==> src/hw/rtl/trs_affine_matrix_builder_defines.svh <==
// Assertion macros shared by the affine matrix builder RTL.
`ifndef TRS_AFFINE_MATRIX_BUILDER_DEFINES_SVH
`define TRS_AFFINE_MATRIX_BUILDER_DEFINES_SVH

// The antecedent implies the consequent in the same cycle.
`define AMB_ASSERT_SAME(label, ante, cons, msg) \
  label: assert property (@(posedge clk) disable iff (rst) (ante) |-> (cons)) \
    else $error(msg);

// The antecedent implies the consequent in the next cycle.
`define AMB_ASSERT_NEXT(label, ante, cons, msg) \
  label: assert property (@(posedge clk) disable iff (rst) (ante) |=> (cons)) \
    else $error(msg);

`endif

==> src/hw/rtl/trs_amb_pkg.sv <==
// Shared types and constants of the affine matrix builder.
package trs_amb_pkg;

  localparam int ATAN_ENTRIES = 24;
  localparam longint GAIN_Q30 = 64'd652032874;

  localparam logic [31:0] ATAN_TURN32 [ATAN_ENTRIES] = '{
    32'd536870912, 32'd316933406, 32'd167458907, 32'd85004756, 32'd42667331,
    32'd21354465, 32'd10679838, 32'd5340245, 32'd2670163, 32'd1335087,
    32'd667544, 32'd333772, 32'd166886, 32'd83443, 32'd41722, 32'd20861,
    32'd10430, 32'd5215, 32'd2608, 32'd1304, 32'd652, 32'd326, 32'd163, 32'd81
  };

  typedef struct packed {
    logic [2:0][31:0] trans;
    logic [2:0][23:0] scale;
  } pose_t;

  typedef logic [2:0][2:0][31:0] mat_t;

endpackage

==> src/hw/rtl/trs_amb_cordic.sv <==
// Pipelined rotation-mode CORDIC giving sine and cosine of a binary angle.
module trs_amb_cordic #(
  parameter int CORDIC_STAGES = 16,
  parameter int FRAC_BITS = 16
) (
  input  logic                       clk,
  input  logic                       rst,
  input  logic                       vld,
  input  logic signed [15:0]         angle,
  output logic                       res_vld,
  output logic signed [FRAC_BITS+2:0] cos_val,
  output logic signed [FRAC_BITS+2:0] sin_val
);
  import trs_amb_pkg::*;

  localparam int W = FRAC_BITS + 3;
  localparam int ZW = 34;
  localparam int N = CORDIC_STAGES;
  localparam longint GAIN_R =
    (GAIN_Q30 + (64'd1 << (29 - FRAC_BITS))) >> (30 - FRAC_BITS);

  logic signed [W-1:0]  x [0:N];
  logic signed [W-1:0]  y [0:N];
  logic signed [ZW-1:0] z [0:N];
  logic                 flip [0:N];
  logic                 v [0:N];

  logic signed [16:0] a_ext;
  logic signed [16:0] a_fold;
  logic               a_flip;

  always_comb begin
    a_ext = {angle[15], angle};
    a_fold = a_ext;
    a_flip = 1'b0;
    if (a_ext > 17'sd16384) begin
      a_fold = a_ext - 17'sd32768;
      a_flip = 1'b1;
    end else if (a_ext < -17'sd16384) begin
      a_fold = a_ext + 17'sd32768;
      a_flip = 1'b1;
    end
  end

  always_ff @(posedge clk) begin
    x[0] <= W'(GAIN_R);
    y[0] <= '0;
    z[0] <= {a_fold[16], a_fold, 16'b0};
    flip[0] <= a_flip;
  end

  always_ff @(posedge clk) begin
    if (rst) begin
      v[0] <= 1'b0;
    end else begin
      v[0] <= vld;
    end
  end

  for (genvar i = 0; i < N; i++) begin : g_stage
    always_ff @(posedge clk) begin
      if (!z[i][ZW-1]) begin
        x[i+1] <= x[i] - (y[i] >>> i);
        y[i+1] <= y[i] + (x[i] >>> i);
        z[i+1] <= z[i] - $signed({2'b00, ATAN_TURN32[i]});
      end else begin
        x[i+1] <= x[i] + (y[i] >>> i);
        y[i+1] <= y[i] - (x[i] >>> i);
        z[i+1] <= z[i] + $signed({2'b00, ATAN_TURN32[i]});
      end
      flip[i+1] <= flip[i];
    end

    always_ff @(posedge clk) begin
      if (rst) begin
        v[i+1] <= 1'b0;
      end else begin
        v[i+1] <= v[i];
      end
    end
  end

  always_ff @(posedge clk) begin
    cos_val <= flip[N] ? -x[N] : x[N];
    sin_val <= flip[N] ? -y[N] : y[N];
  end

  always_ff @(posedge clk) begin
    if (rst) begin
      res_vld <= 1'b0;
    end else begin
      res_vld <= v[N];
    end
  end

endmodule

==> config.mk <==
export PLATFORM = sky130hd
export DESIGN_NAME = trs_amb_cordic
export DESIGN_NICKNAME = d
export VERILOG_FILES = /design/src/hw/rtl/trs_affine_matrix_builder_defines.svh /design/src/hw/rtl/trs_amb_pkg.sv /design/src/hw/rtl/trs_amb_cordic.sv
export SDC_FILE = /design/constraint.sdc
export NUM_CORES = 2
export LEC_CHECK = 0
export BUFFER_PORTS_ARGS = -buffer_cell sky130_fd_sc_hd__clkbuf_2
export CAP_MARGIN = 10
export CELL_PAD_IN_SITES_DETAIL_PLACEMENT = 1
export CELL_PAD_IN_SITES_GLOBAL_PLACEMENT = 1
export CORE_MARGIN = 1
export CORE_UTILIZATION = 50
export DETAILED_ROUTE_END_ITERATION = 10
export GPL_TIMING_DRIVEN = 0
export PLACE_DENSITY_LB_ADDON = 0.1
export SLEW_MARGIN = 20
export SYNTH_ARGS = -nofsm -noshare
export SYNTH_HDL_FRONTEND = slang
export SYNTH_SLANG_ARGS = --single-unit
==> constraint.sdc <==
create_clock -name clk -period 11.7 [get_ports clk]
set_input_delay 1.755 -clock clk [delete_from_list [all_inputs] [get_ports clk]]
set_output_delay 1.755 -clock clk [all_outputs]
set_load 0.03 [all_outputs]
==> results_dict.tcl <==
set metrics [dict create \
    dr.first_iter.drc_count 2005 \
    grt_max_degree 33 \
    dp_cells 9843 \
    rsz0062_at_grt "false" \
    hold_path.startpoint "z[0][27]" \
    antenna_left 0 \
    min_path_type "reg -> reg" \
    status "finished, final reports clean" \
    die_h_microns 378 \
    start_util_pct 50.5 \
    area_delta_synth_final_pct 9.82 \
    syn_area_per_cell_sq_um 8.94 \
    grt_pass1_wl_mm 296 \
    htree_levels 4 \
    required_ns 12.32 \
    post-route-min-period_ns 5.69 \
    slowest_delay_ns 0.65 \
    cap_violations 0 \
    hold_violations 0 \
    fillers 16300 \
    startpoint "z[7][33]" \
    ios 58 \
    gp_congestion 0.888 \
    clk_latency_ns 0.76 \
    worstHoldPathCells 0 \
    routed_wirelength_mm 179 \
    synth.distinct_cells 95 \
    instances_no_fill 10100 \
    antenna_found_initial 1 \
    grt_overflow_total 0 \
    cts_buffers 130 \
    setup_violations 0 \
    clk_transition_reported_paths_ns 0.06 \
    die_w_microns 378 \
    skew_ns 0.0273 \
    dieArea_sq_mm 0.143 \
    path_cells "clkbuf_1 > clkbuf_1 > inv_1 > o21ai_0 > xnor2_1 > ha_1 > o21a_1 > o21ai_0 > inv_1 > a21boi_0 > o211ai_1 > a31oi_1 > nor2b_1 > o21a_1 > o41a_1 > xnor2_1" \
    slew_headroom_pct 21.9 \
    via_per_inst 5.64 \
    rr_worst_depth 16 \
    fp-row-count 137 \
    worst_slew_pin_slew_ns 1.14 \
    numClockSinks 1092 \
    dp_hpwl_mm 143 \
    async_reset_ff_share_pct 0 \
    fmax_mhz 176 \
    cts_tree "done" \
    synth_flop_cell "dfxtp_1" \
    cts_resized 0 \
    io_buffers 57 \
    rr_startpoint "z[7][33]" \
    hold_buffers 0 \
    finalCritPeriodShare_pct 48.6 \
    fin_hold_ws_ns 0.326 \
    nets 9170 \
    cts_setup_buffers 0 \
    critPathLaunchType "register" \
    drive_gt1_share_pct 4.77 \
    vias 56800 \
    setup-tns-final_ns 0 \
    yosysWarnings 0 \
    ys_ff_latch 1092 \
    seq_area_frac_synth_pct 30.9 \
    post_drt_wl_per_cell_microns 17.8 \
    firstDrtPassIters 5 \
    worst_ep_arrival_time_ns 6.31 \
    clockRootBuffer "clkbuf_16" \
    core_area_sq_mm 0.140 \
    grt_pass1_vias 59400 \
    cts_max_path_buffers 3 \
    antenna_cells 0 \
    end_kind "register" \
    cp_max_fo 23 \
    syn-cell-area_sq_mm 0.0706 \
    synth_edf_count 0 \
    slowest_stage "dfxtp_1" \
    grt_usage_pct 24.8 \
    synthCells 7906 \
    critPathKind "reg -> reg" \
    drc_errors 0 \
    final_max_slew_viol_count 0 \
]
==> metrics by stage <==
stage | setup slack, ns | utilization, % | cell area, sq um
floorplan | 7.66 | - | 70700
global placement | 5.87 | 52.4 | 73300
global route | 5.57 | 55.5 | 77600
CTS | 5.85 | 55.5 | 77600
finish | 6.01 | 55.5 | 77600
detailed placement | 5.89 | 52.4 | 73300
==> registers in the layout (all words and copies together), names as in the netlist <==
register / count
sin_val: 19
res_vld: 1
cos_val: 19
x: 283
y: 284
z: 452
v: 17
flip: 17
==> layer usage <==
layer	vias to the layer above	track usage (%)	wire length, microns
met4	0	6.82	4390
li1	28600	-	-
met1	27400	30.1	80500
met3	253	2.78	4480
met2	581	45.8	89600
met5	-	0	0
==> cell usage after synthesis (30+ instances only) <==
cell / instances / area (sq um)
o21bai_1: 106 / 796
a21boi_0: 30 / 225
xnor2_1: 722 / 6320
nand2_1: 383 / 1440
nand4_1: 54 / 338
nand2b_1: 96 / 601
a21oi_1: 777 / 3890
o21a_1: 120 / 901
a21o_1: 352 / 2640
o21ai_0: 370 / 1850
o31ai_1: 45 / 338
nor2_1: 604 / 2270
o211ai_1: 31 / 233
and2_1: 46 / 288
dfxtp_1: 1092 / 21900
a211oi_1: 48 / 360
xor2_1: 346 / 3030
or3_1: 59 / 369
clkbuf_1: 74 / 278
ha_1: 1009 / 12600
nand3_1: 137 / 686
nor3_1: 192 / 961
a31oi_1: 67 / 419
and3_1: 64 / 400
inv_1: 410 / 1540
fa_1: 43 / 861
nor2b_1: 137 / 857
mux2i_1: 35 / 350
==> final cells by class <==
cell class | count | area [sq um] | share of cell area (%)
plain buffers | 91 | 353 | 0.455
clock buffers | 186 | 3740 | 4.83
clock inverters | 45 | 502 | 0.647
inverters | 414 | 1560 | 2.00
multi-input cells | 6311 | 46900 | 60.4
flip-flops and latches | 1092 | 21900 | 28.2
well taps | 1876 | 2350 | 3.03
repair buffers | 59 | 325 | 0.419
==> critical path, delay by kind of cell (launching register included) <==
kind            cells  cell delay, ns
fa+ha+maj           1            0.30
compound gates      8            2.17
buf+inv             4            1.86
flops               1            0.65
xor+xnor            2            0.50
simple gates        1            0.08
==> kinds of logic (layout without fill, tap and decap cells) <==
family	after synthesis	count (layout)	synth area share, %
compound gates	2223	2223	20.1
buf+inv	505	795	2.69
mux	62	62	0.926
simple gates	1902	1902	13.0
flops	1092	1092	30.9
other cells	2	4	0.0106
fa+ha+maj	1052	1052	19.1
xor+xnor	1068	1068	13.2
==> cell usage in the layout (no fill, tap or decap), types with 27 or more instances in the layout <==
cell	count
dfxtp_1	1092
ha_1	1009
a21oi_1	777
xnor2_1	722
nor2_1	604
inv_1	409
nand2_1	383
o21ai_0	370
a21o_1	352
xor2_1	346
nor3_1	192
nand3_1	137
nor2b_1	137
clkbuf_16	131
o21a_1	120
o21bai_1	106
clkbuf_1	100
nand2b_1	96
a31oi_1	67
and3_1	64
clkbuf_2	60
or3_1	59
nand4_1	54
a211oi_1	48
and2_1	46
o31ai_1	45
fa_1	43
mux2i_1	35
o211ai_1	31
a21boi_0	30
nor4_1	28
o41ai_1	28
mux2_2	27
==> path summary, 6_finish.rpt <==
check / end / slack, ns
setup / recovery: x[8][18] / 6.01
hold / removal: z[1][27] / 0.33
setup reg to reg: x[8][18] / 6.01
hold reg to reg: z[1][27] / 0.33
Power is left out: the tool's default activity adds up to more than one toggle a clock period on the data nets, which glitch-free logic cannot reach.
